<file path="src/rtl/pdf_pkg.sv">
// ----------------------------------------------------------------------------
// pdf_pkg
// widths, register codes and the shared side-data type of the particle drag force pipeline
// ----------------------------------------------------------------------------
package pdf_pkg;

    localparam int ID_W    = 16;
    localparam int VEL_W   = 24;
    localparam int ABS_W   = 24;
    localparam int SQ_W    = 48;
    localparam int ROOT_W  = 24;
    localparam int COEF_W  = 20;
    localparam int PROD_W  = COEF_W + ROOT_W;
    localparam int FACT_W  = PROD_W + 1;
    localparam int LO_W    = 24;
    localparam int HI_W    = FACT_W - LO_W;
    localparam int PHI_W   = ABS_W + HI_W;
    localparam int PLO_W   = ABS_W + LO_W;
    localparam int MAG_W   = PHI_W + 1;
    localparam int FORCE_W = 32;
    localparam int K1_SHIFT = 12;
    localparam int LANES   = 3;

    // accept edge to result strobe, in clock edges
    localparam int LATENCY = 32;

    localparam int CFG_IDX_W = 2;
    localparam logic [CFG_IDX_W-1:0] REG_LINEAR    = 2'd0;
    localparam logic [CFG_IDX_W-1:0] REG_QUADRATIC = 2'd1;

    localparam logic [COEF_W-1:0] K1_RESET = 20'd58982;
    localparam logic [COEF_W-1:0] K2_RESET = 20'd52429;

    localparam logic [FORCE_W-1:0] FORCE_POS_MAX = 32'h7FFF_FFFF;
    localparam logic [FORCE_W-1:0] FORCE_NEG_MIN = 32'h8000_0000;

    // per item data that rides along the pipeline
    typedef struct packed {
        logic [ID_W-1:0]             id;
        logic [LANES-1:0][ABS_W-1:0] mag;
        logic [LANES-1:0]            neg;
    } side_t;

endpackage

</file>
<file path="src/rtl/pdf_front.sv">
// ----------------------------------------------------------------------------
// pdf_front
// absolute values, squares and sum of squares, three register stages
// ----------------------------------------------------------------------------
module pdf_front
    import pdf_pkg::*;
(
    input  logic                    clk,
    input  logic                    rst_n,
    input  logic                    in_vld,
    input  logic [ID_W-1:0]         in_id,
    input  logic signed [VEL_W-1:0] in_vel_x,
    input  logic signed [VEL_W-1:0] in_vel_y,
    input  logic signed [VEL_W-1:0] in_vel_z,
    output logic                    out_vld,
    output logic [SQ_W-1:0]         out_sum,
    output side_t                   out_side
);

    logic                         a_vld_reg, a_vld_next;
    side_t                        a_side_reg, a_side_next;
    logic                         b_vld_reg;
    side_t                        b_side_reg;
    logic [LANES-1:0][SQ_W-1:0]   b_sq_reg, b_sq_next;
    logic                         c_vld_reg;
    side_t                        c_side_reg;
    logic [SQ_W-1:0]              c_sum_reg, c_sum_next;
    logic [LANES-1:0][VEL_W-1:0]  vel;

    assign vel[0] = in_vel_x;
    assign vel[1] = in_vel_y;
    assign vel[2] = in_vel_z;

    // a zero velocity vector gives no result: drop it at the door
    assign a_vld_next = in_vld && ((in_vel_x != '0) || (in_vel_y != '0) || (in_vel_z != '0));

    always_comb
    begin
        a_side_next.id = in_id;
        for (int i = 0; i < LANES; i++)
        begin
            a_side_next.neg[i] = vel[i][VEL_W-1];
            a_side_next.mag[i] = vel[i][VEL_W-1] ? (~vel[i] + ABS_W'(1)) : vel[i];
        end
    end

    always_comb
    begin
        for (int i = 0; i < LANES; i++)
        begin
            b_sq_next[i] = SQ_W'(a_side_reg.mag[i]) * SQ_W'(a_side_reg.mag[i]);
        end
    end

    assign c_sum_next = b_sq_reg[0] + b_sq_reg[1] + b_sq_reg[2];

    always_ff @(posedge clk or negedge rst_n)
    begin
        if (!rst_n)
        begin
            a_vld_reg <= 1'b0;
            b_vld_reg <= 1'b0;
            c_vld_reg <= 1'b0;
        end
        else
        begin
            a_vld_reg <= a_vld_next;
            b_vld_reg <= a_vld_reg;
            c_vld_reg <= b_vld_reg;
        end
    end

    always_ff @(posedge clk)
    begin
        a_side_reg <= a_side_next;
        b_side_reg <= a_side_reg;
        b_sq_reg   <= b_sq_next;
        c_side_reg <= b_side_reg;
        c_sum_reg  <= c_sum_next;
    end

    assign out_vld  = c_vld_reg;
    assign out_sum  = c_sum_reg;
    assign out_side = c_side_reg;

endmodule

</file>
<file path="config.mk">
export PLATFORM = sky130hd
export DESIGN_NAME = pdf_front
export DESIGN_NICKNAME = d
export VERILOG_FILES = /design/src/rtl/pdf_pkg.sv /design/src/rtl/pdf_front.sv
export SDC_FILE = /design/constraint.sdc
export NUM_CORES = 2
export LEC_CHECK = 0
export ABC_AREA = 0
export BUFFER_PORTS_ARGS = -buffer_cell sky130_fd_sc_hd__buf_2
export CAP_MARGIN = 20
export CORE_MARGIN = 10
export CORE_UTILIZATION = 50
export CTS_CLUSTER_DIAMETER = 80
export DETAILED_ROUTE_END_ITERATION = 10
export GPL_TIMING_DRIVEN = 0
export PLACE_DENSITY = 0.65
export SLEW_MARGIN = 20
export SYNTH_ARGS = -nofsm -noshare
export SYNTH_HDL_FRONTEND = slang
export SYNTH_SLANG_ARGS = --single-unit
export TNS_END_PERCENT = 50
</file>
<file path="constraint.sdc">
create_clock -name clk -period 8.5 [get_ports clk]
set_clock_uncertainty 0.05 [all_clocks]
set_input_delay 1.7 -clock clk [delete_from_list [all_inputs] [get_ports clk]]
set_output_delay 1.7 -clock clk [all_outputs]
set_load 0.03 [all_outputs]
</file>
==> run_results.csv <==
group,metric,value,unit
finish,layout-drive-gt1-share,0.0756,
yosys,ys_ff_latch,462,
run_status,status,"finished, final reports clean",
global_route,grt_overflow,0,
setup_path,cp_top_family,"adder cells",
setup_path,cpMaxStageDelayCell,"dfxtp_1",
yosys,synth_cells,6432,
global_route,grt_max_degree,16,
place,portBuffers,230,
place,gp_congestion,0.936,
place,dp_cells,8302,
detailed_routing,wl_per_cell,20.0,um
floorplanning,coreArea,0.124,mm2
cts,htreeDepth,2,
sta,fin_crit,8330,ps
yosys,synthArstFlopShare,0.00649,
yosys,synthMuxAreaShare,0.00150,
yosys,synth_common_cells,"inv_1, fa_1, ha_1",
sta,worst_slew_pin_slew,1030,ps
sta,min_period_over_period,0.980,
floorplanning,dieHeight,374,um
yosys,synth_compound_area_frac,0.0606,
job,drv_cap,0,
setup_path,cp-start-kind,"register",
yosys,yosysMostFrequentCell,"inv_1",
setup_path,crit_type,"reg -> reg",
yosys,syn-cell-area,0.0626,mm2
yosys,synth_flop_cell,"dfxtp_1",
floorplanning,dieArea,0.140,mm2
detailed_routing,wl,168000,um
global_route,track_usage,0.245,
detailed_routing,num_vias,43550,
cts,cts.sinks,462,
yosys,synth_seq_area_share,0.148,
floorplanning,rows,129,
detailed_routing,drc,0,
sta,timing.final.max_slew_violations,0,
yosys,yosys-top-cells-area,"fa_1, dfxtp_1, ha_1",
floorplanning,boundaryPins,231,
yosys,synth_cell_types,77,
setup_path,worstPathArrival,8760,ps
global_route,grt_pass1_wl,266000,um
sta,setup_viol_count_final,0,
cts,cts_buffer_depth,3,
cts,cts_tree,"yes",
yosys,synthAdderAreaFrac,0.536,
finish,layout.nets,8701,
global_route,antenna_found_initial,15,
floorplanning,start_util,0.505,
detailed_routing,firstDrtPassIters,6,
finish,multi_input_area,0.0460,mm2
yosys,avgSynthCellArea,9.73,um2
sta,hold_violations,0,
sta,maxSlewHeadroom,0.298,
place,dpl.hpwl,140000,um
sta,rsz0062_at_grt,"yes",
cts,cts-root-buf,"clkbuf_16",
yosys,yosysTopAreaCell,"fa_1",
setup_path,cp_data_required_time,8930,ps
setup_path,crit_buf_inv,6,
cts,clk_pin_slew,60,ps
yosys,synth_top_family_by_area,"adder cells",
floorplanning,die_w,374,um
setup_path,critPathCaptureType,"register",
detailed_routing,ant_nets,0,
finish,area_delta_synth_final,8.54,%
yosys,synth_top_cell_area_share,0.421,
yosys,ys_warn_count,0,
setup_path,crit_fanout,10,
yosys,synth_edf_count,0,
setup_path,cpPeakStageDelay,680,ps
detailed_routing,viasPerCell,5.18,
finish,largest_reg_flops,141,
detailed_routing,drt-initial-drc-count,3017,
finish,fillers,11282,
setup_path,crit_top_cell,"fa_1",
yosys,synth-simple-area-share,0.0981,
finish,ff_latch_area,0.00930,mm2
worst_hold_path,hold_class,"reg -> reg",
sta,fmax,120,MHz
yosys,synth_xor_xnor_area_share,0.0368,
finish,fin_cells,8402,
cts,cts_made_buffers,52,
global_route,grt_pass1_vias,47615,
cts,clk_latency,670,ps
## worst register-to-register path: stages (launching register included)
cell and delay [ps]:
dfxtp_1 680, clkbuf_2 420, and2_1 200, fa_1 470
fa_1 580, inv_1 60, fa_1 520, fa_1 520
inv_1 60, fa_1 470, fa_1 520, inv_1 50
fa_1 520, inv_1 60, ha_1 260, clkbuf_1 180
a21o_1 180, a21oi_1 210, o22ai_1 150, a2111o_1 460
a211oi_2 300, o211ai_2 150, a31oi_4 250, o21ai_2 130
a311oi_2 300, xnor2_1 430
## final timing paths
kind	depth (start not counted)	slack [ps]	endpoint	from
max in group asynchronous	1	7520	b_vld_reg	rst_n
hold reg to reg	0	250	out_side[22]	b_side_reg[22]
setup reg to reg	25	170	b_sq_reg[143]	a_side_reg[74]
hold / removal	0	250	out_side[22]	b_side_reg[22]
setup / recovery	25	170	b_sq_reg[143]	a_side_reg[74]
min in group asynchronous	1	770	out_vld	rst_n
## metrics by stage
| step | TNS, ps | cell area, um2 | hold slack (ps) | worst slack [ps] | util |
|---|---|---|---|---|---|
| floorplan | 0 | 62600 | 260 | 1110 | - |
| global placement | -10190 | 65800 | 259 | -754 | 0.531 |
| detailed placement | -6330 | 65800 | 262 | -707 | 0.531 |
| CTS | -17.5 | 67700 | 263 | -17.5 | 0.546 |
| global route | -38.7 | 67900 | 265 | -24.4 | 0.548 |
| finish | 0 | 67900 | 248 | 170 | 0.548 |
## per-layer routing
metal / vias to the layer above / global-route usage / wire [um]
met5: - / 0 / 54
met1: 21946 / 0.308 / 65900
li1: 19670 / - / -
met2: 1541 / 0.419 / 81100
met3: 385 / 0.0451 / 13100
met4: 8 / 0.0916 / 7610
## final cells by class
cell class / count / area share
Sequential cell: 462 / 0.137
Timing Repair Buffer: 233 / 0.0172
Antenna cell: 2 / 0.0000737
Buffer: 181 / 0.0126
Tap cell: 1637 / 0.0302
Clock buffer: 68 / 0.0217
Inverter: 1795 / 0.0992
Clock inverter: 29 / 0.00498
Multi-Input combinational cell: 3995 / 0.677
## logic make-up (layout without fill, tap and decap cells)
logic type | count (synthesis) | after routing
xor gates and xnor gates | 263 | 263
other | 1 | 5
DFF | 462 | 462
buffers and inverters | 1977 | 2306
muxes | 9 | 9
and+or+nand+nor | 1246 | 1246
adders and majority gates | 1890 | 1890
AOI/OAI and AO/OA | 584 | 584
## placed cells by master, fill, tap and decap left out, types with 38 or more instances in the layout
| master | netlist | routed |
|---|---|---|
| buf_2 | 1 | 233 |
| clkbuf_16 | 0 | 52 |
| dfxtp_1 | 459 | 432 |
| xnor2_1 | 195 | 192 |
| fa_1 | 1317 | 1317 |
| a21oi_1 | 174 | 173 |
| xor2_1 | 68 | 67 |
| o21ai_0 | 113 | 113 |
| nor2b_1 | 38 | 38 |
| clkbuf_1 | 179 | 63 |
| inv_1 | 1795 | 1795 |
| clkbuf_2 | 1 | 108 |
| a21o_1 | 108 | 108 |
| nor2_1 | 119 | 118 |
| ha_1 | 573 | 573 |
| nand2_1 | 552 | 552 |
| and2_1 | 351 | 351 |
## repair_timing
action,in CTS,in global routing
resized for setup,62,190
setup endpoints to repair,25,26
hold buffers,0,0
setup buffers,0,2
pin swaps,0,1
Power is left out: the tool's default activity adds up to more than one toggle a clock period on the data nets, which glitch-free logic cannot reach.
