### src/rtl/pdf_pkg.sv
// ----------------------------------------------------------------------------
// pdf_pkg
// widths, register codes and the shared side-data type of the particle drag force pipeline
// ----------------------------------------------------------------------------
package pdf_pkg;

    localparam int ID_W    = 16;
    localparam int VEL_W   = 24;
    localparam int ABS_W   = 24;
    localparam int SQ_W    = 48;
    localparam int ROOT_W  = 24;
    localparam int COEF_W  = 20;
    localparam int PROD_W  = COEF_W + ROOT_W;
    localparam int FACT_W  = PROD_W + 1;
    localparam int LO_W    = 24;
    localparam int HI_W    = FACT_W - LO_W;
    localparam int PHI_W   = ABS_W + HI_W;
    localparam int PLO_W   = ABS_W + LO_W;
    localparam int MAG_W   = PHI_W + 1;
    localparam int FORCE_W = 32;
    localparam int K1_SHIFT = 12;
    localparam int LANES   = 3;

    // accept edge to result strobe, in clock edges
    localparam int LATENCY = 32;

    localparam int CFG_IDX_W = 2;
    localparam logic [CFG_IDX_W-1:0] REG_LINEAR    = 2'd0;
    localparam logic [CFG_IDX_W-1:0] REG_QUADRATIC = 2'd1;

    localparam logic [COEF_W-1:0] K1_RESET = 20'd58982;
    localparam logic [COEF_W-1:0] K2_RESET = 20'd52429;

    localparam logic [FORCE_W-1:0] FORCE_POS_MAX = 32'h7FFF_FFFF;
    localparam logic [FORCE_W-1:0] FORCE_NEG_MIN = 32'h8000_0000;

    // per item data that rides along the pipeline
    typedef struct packed {
        logic [ID_W-1:0]             id;
        logic [LANES-1:0][ABS_W-1:0] mag;
        logic [LANES-1:0]            neg;
    } side_t;

endpackage

### src/rtl/pdf_isqrt.sv
// ----------------------------------------------------------------------------
// pdf_isqrt
// pipelined integer square root, one root bit per register stage
// ----------------------------------------------------------------------------
module pdf_isqrt
    import pdf_pkg::*;
(
    input  logic              clk,
    input  logic              rst_n,
    input  logic              in_vld,
    input  logic [SQ_W-1:0]   in_val,
    input  side_t             in_side,
    output logic              out_vld,
    output logic [ROOT_W-1:0] out_root,
    output side_t             out_side
);

    localparam int REM_W = SQ_W + 1;

    logic [ROOT_W-1:0] vld_reg;
    logic [SQ_W-1:0]   rem_reg   [ROOT_W];
    logic [ROOT_W-1:0] root_reg  [ROOT_W];
    side_t             side_reg  [ROOT_W];
    logic [SQ_W-1:0]   rem_in    [ROOT_W];
    logic [ROOT_W-1:0] root_in   [ROOT_W];
    logic [SQ_W-1:0]   rem_next  [ROOT_W];
    logic [ROOT_W-1:0] root_next [ROOT_W];
    logic [REM_W-1:0]  trial     [ROOT_W];

    always_comb
    begin
        rem_in[0]  = in_val;
        root_in[0] = '0;
        for (int j = 1; j < ROOT_W; j++)
        begin
            rem_in[j]  = rem_reg[j-1];
            root_in[j] = root_reg[j-1];
        end
        // stage j decides root bit ROOT_W-1-j: (q + 2^i)^2 - q^2 = q*2^(i+1) + 2^(2i)
        for (int j = 0; j < ROOT_W; j++)
        begin
            trial[j] = (REM_W'(root_in[j]) << (ROOT_W - j))
                     + (REM_W'(1) << (2 * (ROOT_W - 1 - j)));
            if (REM_W'(rem_in[j]) >= trial[j])
            begin
                rem_next[j]  = rem_in[j] - trial[j][SQ_W-1:0];
                root_next[j] = root_in[j] | (ROOT_W'(1) << (ROOT_W - 1 - j));
            end
            else
            begin
                rem_next[j]  = rem_in[j];
                root_next[j] = root_in[j];
            end
        end
    end

    always_ff @(posedge clk or negedge rst_n)
    begin
        if (!rst_n)
        begin
            vld_reg <= '0;
        end
        else
        begin
            vld_reg <= {vld_reg[ROOT_W-2:0], in_vld};
        end
    end

    always_ff @(posedge clk)
    begin
        side_reg[0] <= in_side;
        for (int j = 1; j < ROOT_W; j++)
        begin
            side_reg[j] <= side_reg[j-1];
        end
        for (int j = 0; j < ROOT_W; j++)
        begin
            rem_reg[j]  <= rem_next[j];
            root_reg[j] <= root_next[j];
        end
    end

    assign out_vld  = vld_reg[ROOT_W-1];
    assign out_root = root_reg[ROOT_W-1];
    assign out_side = side_reg[ROOT_W-1];

endmodule

### config.mk
export PLATFORM = sky130hd
export DESIGN_NAME = pdf_isqrt
export DESIGN_NICKNAME = d
export VERILOG_FILES = /design/src/rtl/pdf_pkg.sv /design/src/rtl/pdf_isqrt.sv
export SDC_FILE = /design/constraint.sdc
export NUM_CORES = 2
export LEC_CHECK = 0
export BUFFER_PORTS_ARGS = -buffer_cell sky130_fd_sc_hd__buf_2
export CAP_MARGIN = 20
export CORE_MARGIN = 2
export CORE_UTILIZATION = 35
export DETAILED_ROUTE_END_ITERATION = 6
export SLEW_MARGIN = 10
export SYNTH_ARGS = -nofsm -noshare
export SYNTH_HDL_FRONTEND = slang
export SYNTH_SLANG_ARGS = --single-unit
### constraint.sdc
create_clock -name clk -period 9.45 [get_ports clk]
set_clock_uncertainty 0.1 [all_clocks]
set_input_delay 1.4175 -clock clk [delete_from_list [all_inputs] [get_ports clk]]
set_output_delay 1.4175 -clock clk [all_outputs]
set_load 0.05 [all_outputs]
==> flow_results.org <==
** Outcome
- Result of the run :: completed

** Timing
- Across all hold checks on the routed design, the worst slack comes to 0.166 ns.
- In this run the tightest slew margin relative to its limit is between 30% and 40%.
- Minimum setup slack in the final design :: about 5.6 ns
- Actual transition at the worst max-transition pin :: just over 1 ns
- The final hold violation count is 0.
- Derived from the worst setup path, the maximum achievable clock frequency is about 260 MHz.
- The routed design could run at a clock period as short as ~3.9 ns.
- RSZ-0062 raised after global routing :: false
- Setup total negative slack on the finished layout was measured at 0 ns.
- Period utilization :: between 40 and 50%
- Setup-violating endpoint count in the final report :: 0
- Total count of max-transition violations in the final report :: 0

** Layout
- Storage element area :: around 72000 um2
- The finished layout holds between 10000 and 15000 standard cells, fillers aside.
- The finished cells cover between 100000 and 150000 um2.
- The multi-input combinational cells in the finished layout cover a total of about 22000 um2.
- The filler cells instantiated in the layout total roughly 25000.
- Area Overhead vs Synth :: 17.7%
- The register with the most flip-flops in the layout has ~2200 of them.
- Fraction of final layout cells with drive strength greater than 1 :: about 11%
- NumNets Final :: ~8400

** Synth
- Synthesis inferred 3612 register bits.
- After synthesis, flip-flops and latches occupy between 70% and 80% of the total area.
- Post-synthesis instance area :: 97200 um2
- The synthesized design contains 0 enable-type register cells.
- Warnings from Yosys :: 0
- The synthesized netlist contains 79 unique library cells.
- Top flip-flop cell by instance count after synthesis :: dfxtp_1
- Counting flops with an async set or reset pin after synthesis yields a share of 0.664%.
- Synthesized netlist cell count :: 7478
- Net count of the mapped netlist :: around 7900
- The average instance in the mapped netlist occupies approximately 13 um2.

** Global routing
- For met2 alone, demand over resource in global routing was 19.4%.
- Met3 global-route usage :: ~2.5%
- Global Route met1 Usage :: ~13%
- Global routing used about 11% of the available tracks across all layers.
- Summed over all layers, the global routing overflow is 0.
- Most used routing layer in global routing :: met2
- The number of antenna violations at the first check in global routing was 2.
- Entering global routing, the biggest net connects 52 pins.
- The number of global-route vias before repair came to ~52000.
- The first global-routing pass estimated roughly 260000 um of wire.

** Die
- Die Footprint :: around 280000 um2
- Number of top-level pins :: 258
- Starting utilization of the core area :: between 30% and 40%
- The floorplan step set the die height to between 500 and 600 um.
- From left edge to right edge, the die measures ~530 um.
- The core region is roughly 280000 um2.
- Number of standard-cell rows in the floorplan :: roughly 190

** Placement
- Once placement finished, the instance area stood at 102000 um2.
- After legalization and detailed placement, the total HPWL measured around 110000 um.
- Place WS :: approximately 5.5 ns
- Final Wtd Congestion :: roughly 0.91
- Placed Instances :: approximately 11000
- Count of port buffers added during placement :: 257

** Setup path
- For the worst flop-to-flop path, the logic depth is 12.
- Slowest stage cell, crit path :: nor4b_1
- Critical path arrival :: around 4.6 ns
- The signal on the critical path passes through inv_1 > ha_1 > nor4b_1 > nand3_1 > nor2_1 > o31ai_1 > and4b_1 > buf_4 > nor3_2 > nand4bb_1 > nor4_1 > xor2_1.
- Sort of element at the end of the critical path :: register
- Start-to-end type of the worst setup path :: reg -> reg
- Critical Path Source Type :: register
- Along the worst path, the maximum fanout reaches 43.
- WP data required :: 10.13 ns
- Highest cell delay on the worst timing path :: roughly 0.52 ns

** Detailed routing
- Via count :: between 50000 and 60000
- In this run the remaining antenna-violating nets after routing total 0.
- The first routing iteration left between 2000 and 2500 violations.
- After detailed routing, the number of vias per cell comes to between 4 and 5.
- Average wire length per cell after detail routing :: 13.3 um
- The first detailed-routing pass took 5 iterations.
- Final wirelength :: ~160000 um
- For this run, design rule violations remaining after detail routing come to 0.

** Pwr
- Pwr dens :: 326 nW/um2
- Net switching fraction of the power :: between 20 and 30%
- Leakage power :: between 40 and 50 nW
- Fraction of power consumed by the clock network :: approximately 38%
- Switching power :: between 9 and 10 mW
- The worst-case IR drop observed on VDD is about 0.17 mV.
- Part of the power in registers :: 49.2%
- The internal portion of the total power is 27.6 mW.
- Combinational logic is responsible for 13.0% of the overall power.

** Min path
- In this run the worst hold path is classified as reg -> reg.
- Hold depth :: 0

** Clock tree
- Maximum buffer depth of the clock tree :: 4
- The H-tree was split into 5 levels.
- For the worst-skew pair, the clock arrives at the later sink with an insertion delay of approximately 0.90 ns.
- Postcts setup bufs :: 0
- CTS tree :: yes
- Root Buffer :: clkbuf_16
- Total CTS buffers :: 348
- Post_cts resized :: 0
- Number of hold-repair buffers added at the cts stage :: 0
- After clock tree synthesis, the clock-pin slew on the worst setup and hold paths is around 0.060 ns.
- Number of sinks driven by the clock tree :: about 3600

** Flow run
- Max-cap violations :: 0
critical path: cells and delay by family (launching register included):
family,cells,cell delay (ns)
AND/OR/NAND/NOR,7,2.35
XOR/XNOR,1,0.16
AO/OA/AOI/OAI,1,0.17
adder cells (fa/ha/maj),1,0.40
flip-flops,1,0.34
buffers and inverters,2,0.30
layout by cell type, fill, tap and decap left out, types with 79 or more instances in the layout:
cell type	instances
dfxtp_1	3588
inv_1	390
clkbuf_16	351
nand2_1	335
ha_1	322
nor2_1	321
a21oi_1	305
o21ai_0	267
xor2_1	262
buf_2	257
xnor2_1	225
nor4_1	184
nor3_1	162
a21o_1	101
nand4_1	87
clkbuf_8	79
cell usage after synthesis, drive strengths merged, types with 101 or more instances:
cell type | number | area (um2)
dfxtp | 3588 | 71800
inv | 391 | 1470
nand2 | 336 | 1260
ha | 322 | 4030
nor2 | 321 | 1200
a21oi | 306 | 1540
o21ai | 270 | 1350
xor2 | 262 | 2290
xnor2 | 225 | 1970
nor4 | 184 | 1150
nor3 | 163 | 821
a21o | 101 | 758
layout make-up:
cell class,count,share of cell area [%]
Inverter,391,1.28
Timing Repair Buffer,273,1.23
Antenna cell,1,0.00219
Sequential cell,3612,63.3
Clock inverter,132,1.74
Tap cell,3705,4.05
Multi-Input combinational cell,3304,19.5
Clock buffer,500,8.86
power by group through the flow:
stage	Combinational [mW]	Clock, mW	Sequential, mW
final	4.84	14.1	18.3
after global routing	5.42	15.2	18.5
after CTS	4.85	14.6	18.3
after detailed placement	4.82	0	18.6
after global placement	4.72	0	18.6
after floorplan	3.79	0	18.2
metrics by stage:
step | power [mW] | utilization, %
5_1_grt | 39.2 | 41.4
3_5_place_dp | 23.5 | 37.0
2_1_floorplan | 22.0 | -
3_3_place_gp | 23.3 | 37.0
6_report | 37.2 | 41.4
4_1_cts | 37.8 | 41.4
cell families (layout without fill, tap and decap cells):
group	after synthesis	after routing	share of synthesized area (%)
AO/OA/AOI/OAI	955	955	5.99
XOR/XNOR	487	487	4.39
adder cells (fa/ha/maj)	322	322	4.14
buffers and inverters	562	1296	2.53
flip-flops	3612	3612	74.5
multiplexers	52	52	0.591
other	0	1	0
AND/OR/NAND/NOR	1488	1488	7.84
worst paths after layout:
path | startpoint | endpoint | slack [ns]
max | root_reg[2][71] | rem_reg[2][181] | 5.58
min in group asynchronous | rst_n | vld_reg[6] | 0.41
max in group asynchronous | rst_n | vld_reg[5] | 8.48
min | side_reg[2][212] | side_reg[2][303] | 0.17
max reg2reg | root_reg[2][71] | rem_reg[2][181] | 5.58
min reg2reg | side_reg[2][212] | side_reg[2][303] | 0.17
routing by layer:
| metal | up-vias | share of wire (%) |
|---|---|---|
| met5 | - | 0 |
| met4 | 0 | 4.7 |
| met3 | 473 | 4.8 |
| met2 | 1080 | 48 |
| met1 | 23474 | 43 |
| li1 | 25941 | - |
(Power assumes the default switching activity.)
